**src/sv/strided_2d_convolution_assert.svh**
```systemverilog
// ----------------------------------------------------------------------------
// strided_2d_convolution_assert.svh
// assertion macros shared by the convolution rtl, empty under synthesis
// ----------------------------------------------------------------------------
`ifndef STRIDED_2D_CONVOLUTION_ASSERT_SVH
`define STRIDED_2D_CONVOLUTION_ASSERT_SVH

`ifndef SYNTHESIS
// property must hold at every clock outside reset
`define SC2D_ASSERT(lbl, clk, rstn, prop, msg) \
    lbl: assert property (@(posedge clk) disable iff (!rstn) (prop)) else $error(msg);
// condition must never be seen outside reset
`define SC2D_ASSERT_NEVER(lbl, clk, rstn, cond, msg) \
    lbl: assert property (@(posedge clk) disable iff (!rstn) !(cond)) else $error(msg);
`else
`define SC2D_ASSERT(lbl, clk, rstn, prop, msg)
`define SC2D_ASSERT_NEVER(lbl, clk, rstn, cond, msg)
`endif

`endif

```
**src/sv/sc2d_cell.sv**
```systemverilog
// ----------------------------------------------------------------------------
// sc2d_cell
// one window tap: holds a pixel, passes it to its left neighbor, multiplies
// ----------------------------------------------------------------------------
`default_nettype none

module sc2d_cell #(
    parameter int PIXEL_BITS = 8,
    parameter int COEFF_BITS = 16
) (
    input  wire logic                                  aclk,
    input  wire logic                                  aresetn,
    input  wire logic                                  shift_en,
    input  wire logic [PIXEL_BITS-1:0]                 pix_in,
    input  wire logic signed [COEFF_BITS-1:0]          coeff_in,
    output logic [PIXEL_BITS-1:0]                      pix_out,
    output logic signed [PIXEL_BITS+COEFF_BITS:0]      prod_out
);

    localparam int PROD_W = PIXEL_BITS + COEFF_BITS + 1;

    logic [PIXEL_BITS-1:0]          pix_reg;
    logic signed [COEFF_BITS-1:0]   coeff_reg;
    logic signed [PROD_W-1:0]       prod_reg;

    always_ff @(posedge aclk) begin
        if (!aresetn) begin
            pix_reg <= '0;
        end else if (shift_en) begin
            pix_reg <= pix_in;
        end
    end

    // unsigned pixel times signed coefficient
    // taps outside the kernel carry a zero coefficient and add nothing,
    // whatever stale line store data they hold
    always_ff @(posedge aclk) begin
        coeff_reg <= coeff_in;
        if (coeff_reg == '0) begin
            prod_reg <= '0;
        end else begin
            prod_reg <= $signed({1'b0, pix_reg}) * coeff_reg;
        end
    end

    assign pix_out  = pix_reg;
    assign prod_out = prod_reg;

endmodule

`default_nettype wire

```
**config.mk**
```make
export PLATFORM = sky130hd
export DESIGN_NAME = sc2d_cell
export DESIGN_NICKNAME = d
export VERILOG_FILES = /design/src/sv/strided_2d_convolution_assert.svh /design/src/sv/sc2d_cell.sv
export SDC_FILE = /design/constraint.sdc
export NUM_CORES = 1
export LEC_CHECK = 0
export BUFFER_PORTS_ARGS = -buffer_cell sky130_fd_sc_hd__buf_2
export CORE_MARGIN = 5
export CORE_UTILIZATION = 55
export CTS_CLUSTER_SIZE = 30
export DETAILED_ROUTE_END_ITERATION = 10
export PLACE_DENSITY_LB_ADDON = 0.08
export RECOVER_POWER = 100
export SYNTH_ARGS = -nofsm -noshare
export SYNTH_HDL_FRONTEND = slang
export SYNTH_SLANG_ARGS = --single-unit
```
**constraint.sdc**
```tcl
create_clock -name aclk -period 4.36 [get_ports aclk]
set_input_delay 0.436 -clock aclk [delete_from_list [all_inputs] [get_ports aclk]]
set_output_delay 0.436 -clock aclk [all_outputs]
set_load 0.01 [all_outputs]
```
**After elaboration in Yosys (flattened, before gate mapping)**

Index checks and enable logic that the tools add are counted.

- Word-level logic and storage cells: 5
- Bits in registers: 49
- Bits of input ports: 27

- Multiply operators: 1
- Reductions and logical operators: 1

Operators by type and width:

| cell | number |
|---|---|
| $mul A9 B16 Y25 | 1 |
| $logic_not A16 Y1 | 1 |

**Depth between registers and ports, before layout**

- Depth after elaboration: 1
- Depth in mapped cells: 18
- Mapped depth without buffers: 17

**Worst setup path after synthesis**

OpenSTA, ideal clock, no wires.

- Path type: register to register
- Start point: reg pix_reg[1], in the netlist pix_out[1]
- End point: reg prod_reg[24], in the netlist prod_out[24]
- Data required time: 4245 ps
- Slack: -306 ps
- Stages on the path, launching flop included: 18
- Arrival time: 4552 ps
- Period minus slack after synthesis: 4666 ps
- Path buffers: 2
- Cell sequence: dfxtp_1 -> clkbuf_1 -> clkbuf_1 -> nand2_1 -> fa_1 -> inv_1 -> fa_1 -> fa_1 -> inv_1 -> fa_1 -> inv_1 -> ha_1 -> o21a_1 -> o2111a_1 -> a22o_2 -> a221o_1 -> xnor2_1 -> nor2_1

- Word-level cells in the longest chain between the ends: 1

Ends and longest elaborated chain:

| element | RTL line | RTL |
|---|---|---|
| start: declaration | sc2d_cell.sv:22 | `logic [PIXEL_BITS-1:0] pix_reg;` |
| start signal: assignment | sc2d_cell.sv:30 | `pix_reg <= pix_in;` |
| $mul A9 B16 Y25 | sc2d_cell.sv:42 | `prod_reg <= $signed({1'b0, pix_reg}) * coeff_reg;` |
| end signal: assignment | sc2d_cell.sv:42 |  |
| end: declaration | sc2d_cell.sv:24 | `logic signed [PROD_W-1:0] prod_reg;` |

Every way passes these cells.
A chain may end at the register's enable or synchronous reset.

**Worst setup path after layout**

- Start point: reg pix_reg[0], in the netlist pix_out[0]
- End point: reg prod_reg[19], in the netlist prod_out[19]

The elaborated chain is that of the path after synthesis.

==> results.tsv <==
stage	metric	value	unit
timing	Setup TNS Final	-48.6	ps
worst_setup_path	startpoint types	register	
grt	pin count of the biggest net entering global routing	20	
place	placed cell area	0.00702	mm²
floorplan	IO Pins	60	
detailed_routing	Vias	4829	
worst_setup_path	critical path class	register to register	
layout	nets	981	
power_and_ir_drop	power density over the cells	309	mW/mm²
outcome	failing checks	setup timing	
timing	Final Hold Vio Count	0	
synth	Main synth FF type	dfxtp_1	
min_path	HP Class	primary input to register	
worst_setup_path	crit path DAT	4640	ps
worst_setup_path	Slowest-stage cell, CP	fa_1	
synth	EDFF count, synth	0	
place	DP HPWL	11300	µm
timing	worst rel slew slack	0.636	
place	I/O Buffers	59	
synth	syn avg cell area	9.08	µm²
layout	diode count	0	
cts	# H-tree levels	2	
layout	max reg flops	25	
timing	Setup WS post-layout	-48.6	ps
place	Inst Count DP	919	
power_and_ir_drop	Clock power frac	0.122	
timing	fmax	227	MHz
worst_setup_path	Worst Path Max Fanout	5	
timing	Final Skew	12.6	ps
cts	Hold-fix buffers, CTS	0	
detailed_routing	WL per Instance	14.8	µm
timing	Tcrit/Tclk final	1.01	
synth	Seq cells post-synth	49	
synth	Yosys cell types	45	
timing	max-slew violation count	0	
layout	most frequent cells in the layout	141 x inv_1, 94 x fa_1, 84 x buf_4, 80 x and2_1, 59 x buf_2	
cts	CTS root buffer	clkbuf_8	
detailed_routing	final antenna-violating net count	0	
synth	ys async rst share	0	
detailed_routing	initial drt markers	144	
detailed_routing	Routed WL	14000	µm
grt	vias in the first global route	5437	
cts	CTS sink count	49	
worst_setup_path	Worst Path Required	4590	ps
floorplan	die area	0.0132	mm²
power_and_ir_drop	Leakage	3.98	nW
cts	CTS tree	done	
layout	final instance area	0.00768	mm²
layout	Final Instance Count excl. Fillers	943	
grt	global-route wire length before repair	23900	µm
synth	Cell Area, Synth	0.00603	mm²
timing	setup violators final	1	
cts	worst-skew pair later-pin latency	320	ps
synth	Syn Nets	843	
timing	RSZ-0062 raised after global routing	yes	
grt	GRT overflow	0	
worst_setup_path	Crit. End Element	register	
cts	Inserted Clock Buffers	5	
synth	Syn Inst Count	664	
cts	Max Root-Sink Buffers	2	
synth	sequential element share of the synthesized area	0.163	
grt	overall routing resource usage	0.229	
floorplan	core area	0.0108	mm²
detailed_routing	drc violations	0	
power_and_ir_drop	internal power	1.40	mW
layout	final cell utilization of the core	0.712	
detailed_routing	Via-to-Cell Ratio	5.12	
power_and_ir_drop	sequential power share	0.256	
timing	worst slew pin tran	541	ps
cts	Worst-path clk slew	100	ps
floorplan	Die Y	115	µm
place	Placer Congestion	0.861	
floorplan	Initial Util	0.559	
detailed_routing	first drt pass iteration count	4	
outcome	run status	finished with violations	
layout	area grow syn2layout	27.5	%
floorplan	Core Rows	38	
layout	share of layout cells above drive strength 1	0.318	
layout	commonest non-fill, non-tap cell in the layout	inv_1	
worst_setup_path	worst-path cell chain	buf_12 -> nand2_1 -> fa_1 -> inv_1 -> fa_1 -> inv_1 -> fa_1 -> fa_1 -> inv_1 -> ha_4 -> and2_4 -> a221o_1 -> o21ai_2 -> a311oi_2 -> o21a_1 -> nor3_2	
worst_setup_path	CP dominant cell by count	fa_1	
floorplan	chip width	115	µm
timing	min Tclk post-route	4410	ps
flow_run	max_cap viols	0	
power_and_ir_drop	Combinational Power Share	0.622	
power_and_ir_drop	Switch Pwr	0.979	mW
power_and_ir_drop	Peak VDD IR	0.241	mV
worst_setup_path	slowest stage delay, CP	550	ps
power_and_ir_drop	Sw Ratio	0.412	
grt	initial antenna violation count	0	
synth	Yosys warning count	0	
[timing repair]
| action | 4_1_cts | 5_1_grt |
|---|---|---|
| resized for setup | 57 | 54 |
| pin swaps | 27 | 44 |
| buffers inserted | 11 | 6 |
| setup endpoints to repair | 12 | 13 |
| cloned | 0 | 0 |
| hold endpoints to repair | 0 | 0 |
[Yosys cell counts, types with 2 or more instances]
library cell / instances / area share
o21a_1: 4 / 0.0050
fa_1: 102 / 0.34
o21ai_1: 2 / 0.0017
xor2_1: 4 / 0.0058
ha_1: 50 / 0.10
and3_2: 3 / 0.0037
xnor2_1: 12 / 0.017
buf_2: 2 / 0.0017
a31oi_1: 2 / 0.0021
o211ai_1: 2 / 0.0025
a21boi_0: 3 / 0.0037
mux2i_1: 8 / 0.013
nand4_1: 2 / 0.0021
nand3_1: 10 / 0.0083
dfxtp_1: 49 / 0.16
a221o_1: 2 / 0.0033
nor4_1: 6 / 0.0062
clkbuf_1: 18 / 0.011
and2_1: 82 / 0.085
o21ai_0: 8 / 0.0066
nor2_1: 15 / 0.0093
a21o_1: 7 / 0.0087
a21o_2: 2 / 0.0029
nor3_1: 10 / 0.0083
a221oi_1: 2 / 0.0029
nand2_1: 62 / 0.039
a21oi_1: 18 / 0.015
nor2b_1: 9 / 0.0093
and4_1: 2 / 0.0029
inv_1: 151 / 0.094
[kinds of logic (layout without fill, tap and decap cells)]
family                     Yosys count  after routing  synth area share
muxes                                8              8            0.0133
DFF                                 49             49             0.163
AOI/OAI and AO/OA                   62             62            0.0706
and+or+nand+nor                    205            205             0.179
buffers and inverters              172            311             0.109
adders and majority gates          152            152             0.443
xor gates and xnor gates            16             16            0.0232
[through the flow]
step	setup WS (ps)	hold WS [ps]	power [mW]
floorplan	10.5	464	1.42
global placement	-291	538	1.86
detailed placement	-305	540	1.90
CTS	0.783	193	2.26
global route	-177	193	2.60
finish	-48.6	207	2.37
[path summary, 6_finish.rpt]
check / startpoint / to / slack [ps] / depth (start not counted)
max: pix_out[0]$_SDFFE_PN0P_ / prod_out[19]$_SDFF_PN0_ / -50 / 16
min: coeff_in[1] / coeff_reg[1]$_DFF_P_ / 210 / 1
max reg2reg: pix_out[0]$_SDFFE_PN0P_ / prod_out[19]$_SDFF_PN0_ / -50 / 16
min reg2reg: pix_out[6]$_SDFFE_PN0P_ / pix_out[6]$_SDFFE_PN0P_ / 700 / 3
[metal layers]
layer,GRT usage,part of all wire,vias up
met2,0.438,0.55,99
li1,-,-,2306
met5,0,0,-
met4,0.0728,0.024,0
met1,0.261,0.39,2396
met3,0.0280,0.037,28
[worst max-delay path, delay by kind of cell (launching register included)]
family	cells	cell delay, ps
adder cells (fa/ha/maj)	5	2240
AO/OA/AOI/OAI	4	970
flip-flops	1	400
AND/OR/NAND/NOR	3	400
buffers and inverters	4	290
[power groups by stage]
stage	Combinational [mW]	Clock, mW	Sequential, mW
after floorplan	0.758	0	0.663
after global placement	1.24	0	0.618
after detailed placement	1.28	0	0.620
after CTS	1.35	0.298	0.608
after global routing	1.66	0.314	0.623
final	1.48	0.290	0.607
[layout make-up]
cell class | instances | area, µm²
well taps | 140 | 175
clock buffers | 6 | 82.6
multi-input cells | 443 | 4780
repair buffers | 152 | 1040
inverters | 151 | 567
flip-flops and latches | 49 | 1020
clock inverters | 2 | 16.3
fillers | 839 | 3110
No activity file was read; power rests on OpenSTA's default activity.
