$ cat config.mk
export PLATFORM = sky130hd
export DESIGN_NAME = sc2d_ofifo
export DESIGN_NICKNAME = d
export VERILOG_FILES = /design/src/sv/strided_2d_convolution_assert.svh /design/src/sv/sc2d_pkg.sv /design/src/sv/sc2d_ofifo.sv
export SDC_FILE = /design/constraint.sdc
export NUM_CORES = 1
export LEC_CHECK = 0
export BUFFER_PORTS_ARGS = -buffer_cell sky130_fd_sc_hd__clkbuf_2
export CORE_ASPECT_RATIO = 2
export CORE_MARGIN = 1.5
export CORE_UTILIZATION = 50
export CTS_CLUSTER_SIZE = 40
export DETAILED_ROUTE_END_ITERATION = 10
export PLACE_DENSITY_LB_ADDON = 0.3
export REMOVE_ABC_BUFFERS = 1
export SYNTH_ARGS = -nofsm -noshare
export SYNTH_HDL_FRONTEND = slang
export SYNTH_SLANG_ARGS = --single-unit
$ cat constraint.sdc
create_clock -name aclk -period 5.7 [get_ports aclk]
set_input_delay 0.285 -clock aclk [delete_from_list [all_inputs] [get_ports aclk]]
set_output_delay 0.285 -clock aclk [all_outputs]
set_load 0.02 [all_outputs]
$ cat src/sv/strided_2d_convolution_assert.svh
// ----------------------------------------------------------------------------
// strided_2d_convolution_assert.svh
// assertion macros shared by the convolution rtl, empty under synthesis
// ----------------------------------------------------------------------------
`ifndef STRIDED_2D_CONVOLUTION_ASSERT_SVH
`define STRIDED_2D_CONVOLUTION_ASSERT_SVH

`ifndef SYNTHESIS
// property must hold at every clock outside reset
`define SC2D_ASSERT(lbl, clk, rstn, prop, msg) \
    lbl: assert property (@(posedge clk) disable iff (!rstn) (prop)) else $error(msg);
// condition must never be seen outside reset
`define SC2D_ASSERT_NEVER(lbl, clk, rstn, cond, msg) \
    lbl: assert property (@(posedge clk) disable iff (!rstn) !(cond)) else $error(msg);
`else
`define SC2D_ASSERT(lbl, clk, rstn, prop, msg)
`define SC2D_ASSERT_NEVER(lbl, clk, rstn, cond, msg)
`endif

`endif

$ cat src/sv/sc2d_pkg.sv
// ----------------------------------------------------------------------------
// sc2d_pkg
// shared types, constants and helpers of the strided 2-d convolution
// ----------------------------------------------------------------------------
`default_nettype none

package sc2d_pkg;

    // configuration port
    localparam int CFG_W        = 64;
    localparam int CFG_IDX_W    = 3;
    localparam int IMG_DIM_W    = 11;
    localparam int KDIM_W       = 2;
    localparam int STRIDE_W     = 3;
    localparam int COEFF_SLOT_W = 16;
    localparam int COEF_IDX_W   = 4;

    typedef enum logic [CFG_IDX_W-1:0] {
        CFG_IMAGE_WIDTH  = 3'd0,
        CFG_IMAGE_HEIGHT = 3'd1,
        CFG_KERNEL_ROWS  = 3'd2,
        CFG_KERNEL_COLS  = 3'd3,
        CFG_STRIDE       = 3'd4,
        CFG_COEFF_A      = 3'd5,
        CFG_COEFF_B      = 3'd6,
        CFG_COEFF_C      = 3'd7
    } cfg_index_t;

    // stream fields
    localparam int IN_PIXEL_W = 8;
    localparam int SUM_W      = 28;
    localparam int OROW_W     = 10;
    localparam int OCOL_W     = 10;
    localparam int ROW_CNT_W  = 10;

    // position arithmetic width, covers columns up to 4095 plus one
    localparam int IDX_W      = 13;
    localparam int MAX_HEIGHT = 1024;
    localparam int MAX_STRIDE = 4;

    // x / 3 == (x * 2731) >> 13 for every x below 8192
    localparam int DIV3_MUL   = 2731;
    localparam int DIV3_SHIFT = 13;

    // result queue
    localparam int OFIFO_DEPTH = 8;
    localparam int OFIFO_AW    = 3;

    typedef struct packed {
        logic signed [SUM_W-1:0]  sum;
        logic [OROW_W-1:0]        out_row;
        logic [OCOL_W-1:0]        out_col;
        logic                     frame_end;
    } result_t;

    // divide a position by a stride of 1 to 4
    function automatic logic [IDX_W-1:0] div_stride(input logic [IDX_W-1:0] x,
                                                    input logic [STRIDE_W-1:0] s);
        logic [2*IDX_W-1:0] prod;
        logic [IDX_W-1:0]   q;
        prod = (2*IDX_W)'(x) * (2*IDX_W)'(DIV3_MUL);
        case (s)
            3'd2:    q = x >> 1;
            3'd3:    q = prod[DIV3_SHIFT +: IDX_W];
            3'd4:    q = x >> 2;
            default: q = x;
        endcase
        return q;
    endfunction

endpackage

`default_nettype wire

$ cat src/sv/sc2d_ofifo.sv
// ----------------------------------------------------------------------------
// sc2d_ofifo
// small result queue between the pipeline and the result channel
// ----------------------------------------------------------------------------
`default_nettype none

module sc2d_ofifo (
    input  wire logic              aclk,
    input  wire logic              aresetn,
    input  wire logic              wr_en,
    input  wire sc2d_pkg::result_t wr_data,
    input  wire logic              rd_en,
    output logic                   rd_valid,
    output sc2d_pkg::result_t      rd_data
);

    import sc2d_pkg::*;

    result_t              buf_mem [OFIFO_DEPTH];
    logic [OFIFO_AW:0]    wr_ptr_reg;
    logic [OFIFO_AW:0]    rd_ptr_reg;

    assign rd_valid = (wr_ptr_reg != rd_ptr_reg);
    assign rd_data  = buf_mem[rd_ptr_reg[OFIFO_AW-1:0]];

    always_ff @(posedge aclk) begin
        if (wr_en) begin
            buf_mem[wr_ptr_reg[OFIFO_AW-1:0]] <= wr_data;
        end
    end

    always_ff @(posedge aclk) begin
        if (!aresetn) begin
            wr_ptr_reg <= '0;
            rd_ptr_reg <= '0;
        end else begin
            if (wr_en) begin
                wr_ptr_reg <= wr_ptr_reg + 1'b1;
            end
            if (rd_en && rd_valid) begin
                rd_ptr_reg <= rd_ptr_reg + 1'b1;
            end
        end
    end

endmodule

`default_nettype wire

# Word level (Yosys, flattened, before mapping)
# Memories as Yosys holds them, arrays and structs flattened. A register that Yosys moved wholly into a read port is not among the register bits.
# Cells that the tools add are included.
word_totals:
  ff_bits: 8
  ramBits: 392
  in_bits: 53
  word_cells: 11
  memories: 1
memory_table:
  columns: ["memory", "depth", "width", "read_ports", "rd_ports_with_merged_regs", "wr", "line", "rtl"]
  rows:
  - ["buf_mem", 8, 49, 1, 1, 1, "sc2d_ofifo.sv:19", "result_t buf_mem [OFIFO_DEPTH];"]
op_classes:
  n_addsub: 2
  n_eq_ne: 1
  muxes: 4
  reduce_logical: 1
op_table:
  columns: ["op", "n"]
  rows:
  - ["$add 4x1->4 const B", 2]
  - ["$mux 3", 2]
  - ["$ne 4x4->1", 1]
  - ["$mux 1", 2]
  - ["$logic_and 1x1->1", 1]

# Longest topological paths before layout
logic_depth:
  ltp_word: 4
  ltp_mapped: 5
  depth_no_buf: 4

# Least setup slack after synthesis
# Ideal clock, no wire load.
synth_timing:
  path_kind: "register to register"
  start: "reg wr_ptr_reg[1]"
  end: "mem buf_mem[0][0] (netlist name) (enable)"
  setup_time_ns: 0.516
  arrival_ns: 3.868
  path_slack_ns: 1.316
  path_stages_with_launch: 3
  n_path_buf: 0
  period_less_slack_ns: 4.384
  cell_sequence: "dfxtp_1 > nand2b_1 > nor3_1"
synth_rtl:
  columns: ["element", "line", "rtl"]
  rows:
  - ["from (decl)", "sc2d_ofifo.sv:20", "logic [OFIFO_AW:0] wr_ptr_reg;"]
  - ["from (signal assigned)", "sc2d_ofifo.sv:38", "wr_ptr_reg <= wr_ptr_reg + 1'b1;"]
  - ["to (decl)", "sc2d_ofifo.sv:19", null]
# Straight into the memory's write port.

==> run_results.csv <==
group,metric,value,unit
global_routing,antenna_found_initial,4,
cells_and_area,final_cell_mix,"edfxtp_1 (392), clkbuf_2 (102), mux4_2 (98)",
outcome,status,"finished clean",
cts,clk_latency,0.52,ns
sta,rsz0062_at_grt,"false",
global_routing,grt_overflow_total,0,
synth,synth_xor_area_frac,0.00460,
cts,clock-sinks,403,
sta,fin_tns_setup,0,ns
sta,period_share,0.586,
global_routing,grt_pass1_vias,7380,
placement,portBuffers,102,
detailed_routing,drc,0,
synth,yosysUniqueCellTypes,27,
cts,htree_levels,2,
critical_path,start_kind,"flip-flop",
synth,ys_seq_area_frac,0.787,
sta,finalCriticalPeriod,3.34,ns
cts,numCtsBuffers,35,
synth,synth_cells,627,
critical_path,max_stage_delay,0.99,ns
critical_path,r2r_cells,3,
sta,fmax,0.299,GHz
cts,clk_path_buf_depth,3,
synth,synth-simple-area-share,0.00870,
critical_path,cp.required,5.41,ns
detailed_routing,ant_nets,0,
sta,relSlewSlack,0.232,
detailed_routing,first_pass_iters,5,
cells_and_area,final_common_cell,"edfxtp_1",
placement,dp_hpwl,16200,um
cells_and_area,fill_cells,2157,
floorplanning,pin_count,103,
cts,cts_setup_buffers,0,
critical_path,criticalPathCategory,"flip-flop to output port",
placement,placed_area,16200,um2
critical_path,r2r_slack,3.15,ns
floorplanning,core,30100,um2
floorplanning,die_area,31600,um2
power_and_ir_drop,peakVddDrop,0.270,mV
cts,cts_hold_buf,0,
sta,setup_viol,0,
detailed_routing,post_drt_wl_per_cell,25.7,um
synth,ys_ff_latch,403,
power_and_ir_drop,p_leak,5.49,nW
sta,drv_slew,0,
floorplanning,core.rowCount,90,
cells_and_area,drive_above_1_share,0.417,
critical_path,path_max_fanout,50,
floorplanning,die_width,126,um
floorplanning,die_h,250,um
critical_path,crit_path_end,"rd_data[35]",
cells_and_area,finalNetCount,804,
run,drv_cap,0,
critical_path,cp-end-kind,"output port",
cts,cts_tree,"built",
critical_path,crit_slowest_cell,"dfxtp_4",
detailed_routing,wirelength,29400,um
synth,avgSynthCellArea,24.3,um2
critical_path,crit_family,"flip-flops",
critical_path,r2r-start,"wr_ptr_reg[0]$_SDFFE_PN0P_",
cts,clkTransAtPathRegs,0.06,ns
global_routing,grt_pass1_wl,44400,um
power_and_ir_drop,p_per_area,382,nW/um2
floorplanning,initial_core_util,0.507,
synth,synth_top_family_by_area,"multiplexers",
sta,hold_viol,0,
placement,routabilityCongestion,0.669,
synth,synth_compound_area_frac,0.00345,
cts,cts_root_buffer,"clkbuf_16",
critical_path,cp_cell_sequence,"buf_12 > mux4_2 > mux2_2 > clkbuf_2",
sta,worstMarginPinSlew,1.15,ns
synth,synth.yosys.warnings,0,
synth,yosys.area_share.adder,0.00164,
synth,netlist_area,15200,um2
cts,post_cts_resized,0,
critical_path,crit_buf_inv,2,
cells_and_area,largest_reg_flops,392,
sta,finalHoldWorstSlack,0.0393,ns
global_routing,grt_max_degree,64,
critical_path,path_depth,4,
synth,synth_mux_area_frac,0.182,
cells_and_area,area_growth,13.5,%
worst_hold_path,hold_class,"input port to flip-flop",
cells_and_area,fin_area,17300,um2
detailed_routing,drt_iter0_drc,473,
detailed_routing,vias,6756,
global_routing,grt_util_all_layers,0.193,
critical_path,cp.arrival,3.06,ns
critical_path,r2r-end,"buf_mem[7][6]$_DFFE_PP_",
detailed_routing,viasPerCell,5.90,
sta,fin_skew,0.00577,ns
==> power by group <==
part / internal, mW / leakage, nW / switching, mW
Sequential: 3.33 / 3.65 / 0.102
Clock: 1.28 / 0.544 / 1.01
Combinational: 0.450 / 1.30 / 0.425
Total: 5.06 / 5.49 / 1.54
==> worst min-delay path by stage <==
stage	cells after the start	end	startpoint	slack [ns]
5_1_grt	1	buf_mem[6][29]$_DFFE_PP_	wr_data[29]	0.03
3_5_place_dp	2	rd_ptr_reg[3]$_SDFFE_PN0P_	rd_ptr_reg[3]$_SDFFE_PN0P_	0.51
4_1_cts	1	buf_mem[6][14]$_DFFE_PP_	wr_data[14]	0.01
3_3_place_gp	2	rd_ptr_reg[3]$_SDFFE_PN0P_	rd_ptr_reg[3]$_SDFFE_PN0P_	0.49
6_report	1	buf_mem[3][2]$_DFFE_PP_	wr_data[2]	0.04
2_1_floorplan	0	buf_mem[0][0]$_DFFE_PP_	wr_data[0]	0.38
==> stage by stage <==
stage	utilization	worst slack, ns	std cells	total power, mW
after floorplan	-	0.346	597	4.17
after global placement	0.539	2.85	1080	4.36
after detailed placement	0.539	2.78	1080	4.40
after CTS	0.575	2.22	1143	6.68
after global routing	0.575	2.10	1145	6.84
final	0.575	2.36	1145	6.60
==> cells in the mapped netlist <==
cell type,n,area (um2)
edfxtp_1,392,11800
mux4_2,98,2210
mux2_2,49,552
buf_2,13,65.1
clkbuf_1,11,41.3
dfxtp_1,11,220
nor2_1,6,22.5
xnor2_1,6,52.6
and2_1,5,31.3
nand2_1,4,15.0
o21ai_0,4,20.0
a21boi_0,3,22.5
buf_12,3,60.1
nand2b_1,3,18.8
ha_1,2,25.0
inv_1,2,7.51
nand3_1,2,10.0
nor3_1,2,10.0
or3_1,2,12.5
xor2_1,2,17.5
a41o_1,1,10.0
buf_1,1,3.75
buf_4,1,7.51
buf_6,1,11.3
mux2i_1,1,10.0
nand4_1,1,6.26
nor2b_1,1,6.26
==> routing by layer <==
layer,up-vias,track usage,share of wire
li1,2903,-,-
met1,3617,0.230,0.38
met2,177,0.348,0.54
met3,55,0.0328,0.044
met4,4,0.0696,0.030
met5,-,0,0.00092
==> area by class of cell <==
cell class,instances,area (um2),share of cell area
Clock inverter,21,159,0.00918
Tap cell,368,460,0.0266
Antenna cell,2,5.00,0.000289
Multi-Input combinational cell,192,3100,0.179
Sequential cell,403,12000,0.694
Clock buffer,42,945,0.0546
Inverter,2,7.51,0.000434
Timing Repair Buffer,115,621,0.0359
==> cells by family after synthesis <==
logic type,count (synthesis)
AOI/OAI and AO/OA,8
xor gates and xnor gates,8
adders and majority gates,2
buffers and inverters,32
DFF,403
muxes,148
and+or+nand+nor,26
No activity file was read; power rests on OpenSTA's default activity.
